===== src/hw/rtl/lgp_pkg.sv =====
// ----------------------------------------------------------------------------
// lgp_pkg: shared types and constants for the linear gradient pixel block
// Field widths, register codes, direction codes and channel layout.
// ----------------------------------------------------------------------------
package lgp_pkg;

  localparam int MAX_DIM_DEF = 4096;

  localparam int PIX_W       = 12;
  localparam int CH_W        = 8;
  localparam int NUM_CH      = 4;
  localparam int COLOR_W     = CH_W * NUM_CH;
  localparam int DIM_REG_W   = 13;
  localparam int DIM_REG_MAX = (2 ** DIM_REG_W) - 1;
  localparam int DIR_W       = 2;

  localparam int IN_DATA_W   = 2 * PIX_W;
  localparam int OUT_DATA_W  = COLOR_W;

  localparam int CFG_IDX_W   = 3;
  localparam int CFG_DATA_W  = COLOR_W;

  typedef enum logic [DIR_W-1:0] {
    DIR_VERT  = 2'd0,
    DIR_HORZ  = 2'd1,
    DIR_RDIAG = 2'd2,
    DIR_LDIAG = 2'd3
  } dir_t;

  typedef enum logic [CFG_IDX_W-1:0] {
    REG_START_COLOR = 3'd0,
    REG_END_COLOR   = 3'd1,
    REG_WIDTH       = 3'd2,
    REG_HEIGHT      = 3'd3,
    REG_DIRECTION   = 3'd4
  } cfg_reg_t;

endpackage


===== src/hw/rtl/lgp_div.sv =====
// ----------------------------------------------------------------------------
// lgp_div: pipelined restoring divider, four channels side by side
// One quotient bit per stage, most significant first; the last stage is the
// output register. Each stage holds its beat until the next one can take it.
// ----------------------------------------------------------------------------
module lgp_div #(
  parameter int DVW  = 34,
  parameter int DSRW = 26
) (
  input  logic                                          clk,
  input  logic                                          rst_n,
  input  logic                                          in_valid,
  output logic                                          in_ready,
  input  logic [lgp_pkg::NUM_CH-1:0][DVW-1:0]           in_dvd,
  input  logic [DSRW-1:0]                               in_dsr,
  output logic                                          out_valid,
  input  logic                                          out_ready,
  output logic [lgp_pkg::NUM_CH-1:0][lgp_pkg::CH_W-1:0] out_q
);
  import lgp_pkg::*;

  localparam int NS = CH_W;

  logic [NS-1:0]                    v_r;
  logic [NS-1:0]                    v_nxt;
  logic [NS:0]                      rdy;
  logic [NUM_CH-1:0][DVW-1:0]       rem_r [NS-1];
  logic [DSRW-1:0]                  dsr_r [NS-1];
  logic [NUM_CH-1:0][CH_W-1:0]      q_r   [NS];

  always_comb begin
    rdy[NS] = out_ready;
    for (int s = NS - 1; s >= 0; s--) begin
      rdy[s] = !v_r[s] || rdy[s+1];
    end
    for (int s = 0; s < NS; s++) begin
      v_nxt[s] = (s == 0) ? in_valid : v_r[(s == 0) ? 0 : s - 1];
    end
  end

  always_ff @(posedge clk) begin
    if (!rst_n) begin
      v_r <= '0;
    end else begin
      for (int s = 0; s < NS; s++) begin
        if (rdy[s]) begin
          v_r[s] <= v_nxt[s];
        end
      end
    end
  end

  for (genvar s = 0; s < NS; s++) begin : g_stage
    logic [NUM_CH-1:0][DVW-1:0]  src_rem;
    logic [DSRW-1:0]             src_dsr;
    logic [NUM_CH-1:0][CH_W-1:0] src_q;
    logic [DVW-1:0]              shd;
    logic [NUM_CH-1:0][DVW:0]    diff;
    logic [NUM_CH-1:0]           fits;
    logic [NUM_CH-1:0][CH_W-1:0] q_nxt;

    if (s == 0) begin : g_first
      assign src_rem = in_dvd;
      assign src_dsr = in_dsr;
      assign src_q   = '0;
    end else begin : g_rest
      assign src_rem = rem_r[s-1];
      assign src_dsr = dsr_r[s-1];
      assign src_q   = q_r[s-1];
    end

    assign shd = DVW'(src_dsr) << (NS - 1 - s);

    always_comb begin
      for (int c = 0; c < NUM_CH; c++) begin
        diff[c]  = {1'b0, src_rem[c]} - {1'b0, shd};
        fits[c]  = !diff[c][DVW];
        q_nxt[c] = {src_q[c][CH_W-2:0], fits[c]};
      end
    end

    always_ff @(posedge clk) begin
      if (rdy[s]) begin
        q_r[s] <= q_nxt;
      end
    end

    if (s < NS - 1) begin : g_carry
      always_ff @(posedge clk) begin
        if (rdy[s]) begin
          for (int c = 0; c < NUM_CH; c++) begin
            rem_r[s][c] <= fits[c] ? diff[c][DVW-1:0] : src_rem[c];
          end
          dsr_r[s] <= src_dsr;
        end
      end
    end
  end

  assign in_ready  = rdy[0];
  assign out_valid = v_r[NS-1];
  assign out_q     = q_r[NS-1];

endmodule


===== config.mk =====
export PLATFORM = sky130hd
export DESIGN_NAME = lgp_div
export DESIGN_NICKNAME = d
export VERILOG_FILES = /design/src/hw/rtl/lgp_pkg.sv /design/src/hw/rtl/lgp_div.sv
export SDC_FILE = /design/constraint.sdc
export NUM_CORES = 2
export LEC_CHECK = 0
export BUFFER_PORTS_ARGS = -buffer_cell sky130_fd_sc_hd__buf_2
export CAP_MARGIN = 20
export CORE_MARGIN = 2
export CORE_UTILIZATION = 25
export CTS_BUF_LIST = sky130_fd_sc_hd__clkbuf_16
export DETAILED_ROUTE_END_ITERATION = 8
export SYNTH_ARGS = -nofsm -noshare
export SYNTH_HDL_FRONTEND = slang
export SYNTH_SLANG_ARGS = --single-unit

===== constraint.sdc =====
create_clock -name clk -period 10.6 [get_ports clk]
set_clock_uncertainty 0.05 [all_clocks]
set_input_delay 0 -clock clk [delete_from_list [all_inputs] [get_ports clk]]
set_output_delay 0 -clock clk [all_outputs]
set_load 0.01 [all_outputs]

==> summary.md <==
| Metric | Value |
|---|---|
| CP required | 11080 ps |
| Seq/Total Area, Yosys | 0.4510 |
| Remaining Overflow, GRT | 0 |
| Area of the multi-input gates | 0.04463 sq mm |
| Post-CTS Setup Inserts | 0 |
| Worst hold path type | input port to flip-flop |
| Fin util | 0.2913 |
| Core area | 0.3401 sq mm |
| WS Path Type | input port to flip-flop |
| Largest net degree at the start of global routing | about 140 |
| Final period utilization | 0.5272 |
| First-pass GRT wire length | about 360 mm |
| Post-Synthesis Net Count | between 9000 and 10000 |
| Die X-Extent | 588.7 um |
| Maxcap violations | 0 |
| CP Max Fanout | 29 |
| Layout cells sized above 1 | 0.07417 |
| Post-synthesis cell count | about 8400 |
| Netlist Area Pre-Place | 0.08546 sq mm |
| HPWL Detailed | 191.9 mm |
| Hold Path Depth | 4 |
| Post-CTS resize count | 0 |
| Crit path capture type | flip-flop |
| Lkg Pwr | 39.77 nW |
| EDFF count, synth | 1278 |
| Critical path launch point type | input port |
| Peak VDD IR | 0.2012 mV |
| Vias in the first global route | 61250 |
| Setup-failing EPs final | 0 |
| Fmax | about 180 MHz |
| Async S/R FF share, synth | 0 |
| CTS max path bufs | 3 |
| Initial antenna violation count | 4 |
| Worst reg2reg path depth | 14 |
| DR iter-0 viols | 5815 |
| Synthesis Warnings | 0 |
| Top-level I/O count | 200 |
| Mean Syn Cell Area | 10.22 sq um |
| Per-cell routed wire length | roughly 18 um |
| Final Non-Filler Cells | between 10000 and 15000 |
| Slew Limit Fails | 0 |
| Synth cell types | about 110 |
| Internal power | 0.01675 W |
| Port buffer count | 199 |
| Setup WS pre-CTS | 5558 ps |
| Total negative slack | 0 ps |
| Register area | 0.03854 sq mm |
| Max-slew headroom | 0.3031 |
| NetSw | ~0.011 W |
| DR DRC count | 0 |
| Hold_sp | in_dvd[82] |
| Combinational Power Share | 0.477 |
| CTS tree | yes |
| First-pass DRT Iterations | 6 |
| Clk_lat worst skew | 790 ps |
| Die area | ~0.35 sq mm |
| Pwr dens | between 200 and 300 mW/mm^2 |
| Clock transition at path regs | 60 ps |
| Reg power frac | 0.355 |
| CTS Sinks | 1286 |
| Tot GR Track Use | 0.1344 |
| Worst-margin pin slew | 1045 ps |
| Outcome | complete, no violations |
| Reg2Reg Setup Slack | 5510 ps |
| Initial Util | 0.2513 |
| Final Hold Vio Count | 0 |
| Clock share of power | 0.168 |
| Total Wirelength | roughly 240 mm |
| CTS root buf | clkbuf_16 |
| H-Tree Depth | 4 |
| Cts bufs inserted | 135 |
| Syn-to-layout area delta | 15.93% |
| Fraction of power spent switching nets | 0.4058 |
| Hold EP | rem_r[0][82] |
| # rows | between 200 and 250 |
| RSZ-0062 raised after global routing | false |
| Reg2Reg Capture Point | rem_r[4][15] |
| Fillers | 35290 |
| Final WS setup | 5011 ps |
| Placer Congestion | between 0.9 and 1 |
| Minimum clock period | between 5000 and 6000 ps |
| Final antenna-violating net count | 0 |
| Die H | 588.7 um |
| Avg Vias per Cell | 4.813 |
| RR Startpoint | dsr_r[3][1] |
| Placed cells | 12940 |
| Worst Path Arrival | 6070 ps |
| Vias | roughly 65000 |
| Post-synth top flop | edfxtp_1 |
| FF+latch count, synth | 1286 |
| Final nets | 9854 |
==> kinds of logic after synthesis <==
kind of cell    after synthesis  share of synthesized area
compound gates             2560                     0.1853
simple gates               2247                     0.1226
flops                      1286                     0.4510
fa+ha+maj                   856                     0.1278
xor+xnor                    658                    0.06744
buf+inv                     620                    0.02842
mux                         134                    0.01747
==> what timing repair did <==
action,in CTS,in global routing
hold endpoints to repair,171,0
hold buffers,288,0
endpoints found under the setup margin,0,0
==> cells in the final DEF, fill, tap and decap left out, drive strengths merged, types with 80 or more instances in the layout <==
cell         Yosys  final
mux2           121    121
o21a           126    126
nand3          133    133
nor3           113    113
nor2b          131    131
ha             828    828
edfxtp        1278   1278
xor2           299    299
clkbuf         130    137
nand2          790    790
dlygate4sd3      0    288
inv            430    460
nor2           580    580
a21o           379    379
o21ai          745    745
nand2b         167    167
xnor2          359    359
a21oi          739    739
o31ai           80     80
buf             60    235
==> metal layers <==
layer,track usage,up-vias,share of wire
met5,0,-,0.000083
met4,0.03063,2,0.021
met3,0.01459,265,0.056
met2,0.2034,1950,0.42
met1,0.2031,30700,0.50
li1,-,31950,-
==> worst max-delay path: stages <==
cell and delay (ps):
dlygate4sd3_1 520, buf_2 120, inv_1 270, ha_1 300, nor2b_1 130, o21ai_0 220
a21oi_1 150, o31ai_1 570, o21bai_1 170, buf_4 190, a22oi_1 250, a21oi_1 150
nand2_1 110, o21a_1 710, inv_1 730, nand3_1 250, dlygate4sd3_1 560, o21ai_0 80
dlygate4sd3_1 570
==> sequential cells by signal, indices dropped and copies added (netlist names) <==
register	cells
rem_r	952
v_r	8
q_r	144
dsr_r	182
==> cell usage after synthesis (all sizes together), types with 15 or more instances <==
cell / instances / share of area
ha: 828 / 0.12
nand3: 133 / 0.0078
xnor2: 359 / 0.037
edfxtp: 1278 / 0.45
or2: 27 / 0.0020
buf: 60 / 0.0037
o211ai: 25 / 0.0023
nand2: 790 / 0.035
o31a: 23 / 0.0024
nor3: 113 / 0.0067
a31oi: 74 / 0.0054
a2111oi: 19 / 0.0020
and2: 28 / 0.0020
a211oi: 75 / 0.0067
nand4: 68 / 0.0051
o21a: 126 / 0.011
nor2b: 131 / 0.0096
o31ai: 80 / 0.0073
and3: 57 / 0.0042
o21bai: 66 / 0.0058
a21oi: 739 / 0.043
a21o: 379 / 0.033
nand2b: 167 / 0.012
mux2: 121 / 0.016
or3: 50 / 0.0037
xor2: 299 / 0.031
nor4: 38 / 0.0029
a21boi: 24 / 0.0021
a211o: 22 / 0.0023
clkbuf: 130 / 0.0057
nor2: 580 / 0.026
a31o: 15 / 0.0015
inv: 430 / 0.019
fa: 28 / 0.0066
o21ai: 745 / 0.044
==> final cells by class <==
type	instances	area share
sequential	1286	0.3890
inverter	430	0.01667
multi-input combinational	6455	0.4505
clock buffer	137	0.03461
tap	4536	0.05729
timing repair buffer	524	0.04213
clock inverter	107	0.009776
antenna	1	0.00002526
==> power groups by stage <==
stage / logic, W / clock network [W] / registers (W)
2_1_floorplan: 0.0101 / 0 / 0.00906
3_3_place_gp: 0.0130 / 0 / 0.0100
3_5_place_dp: 0.0131 / 0 / 0.0100
4_1_cts: 0.0133 / 0.00487 / 0.00994
5_1_grt: 0.0150 / 0.00507 / 0.0101
6_report: 0.0134 / 0.00475 / 0.00999
==> worst max path at each step <==
stage | start | to | cells past startpoint
5_1_grt | in_dsr[1] | rem_r[0][101] | 19
2_1_floorplan | v_r[7] | dsr_r[0][0] | 6
6_report | in_dsr[1] | rem_r[0][101] | 19
4_1_cts | in_dsr[1] | rem_r[0][101] | 19
3_3_place_gp | dsr_r[3][1] | rem_r[4][31] | 14
3_5_place_dp | dsr_r[3][1] | rem_r[4][31] | 14
==> metrics by stage <==
| step | total power [W] | instance area, sq um | hold slack, ps |
|---|---|---|---|
| final | 0.02819 | 99070 | 75.39 |
| after global routing | 0.03019 | 99060 | 57.94 |
| after CTS | 0.02812 | 99050 | 16.75 |
| after detailed placement | 0.02314 | 91770 | 131.6 |
| after global placement | 0.02304 | 91770 | 130.1 |
| after floorplan | 0.01913 | 85460 | 48.87 |
Note: power is estimated with default switching activity, not from simulation.
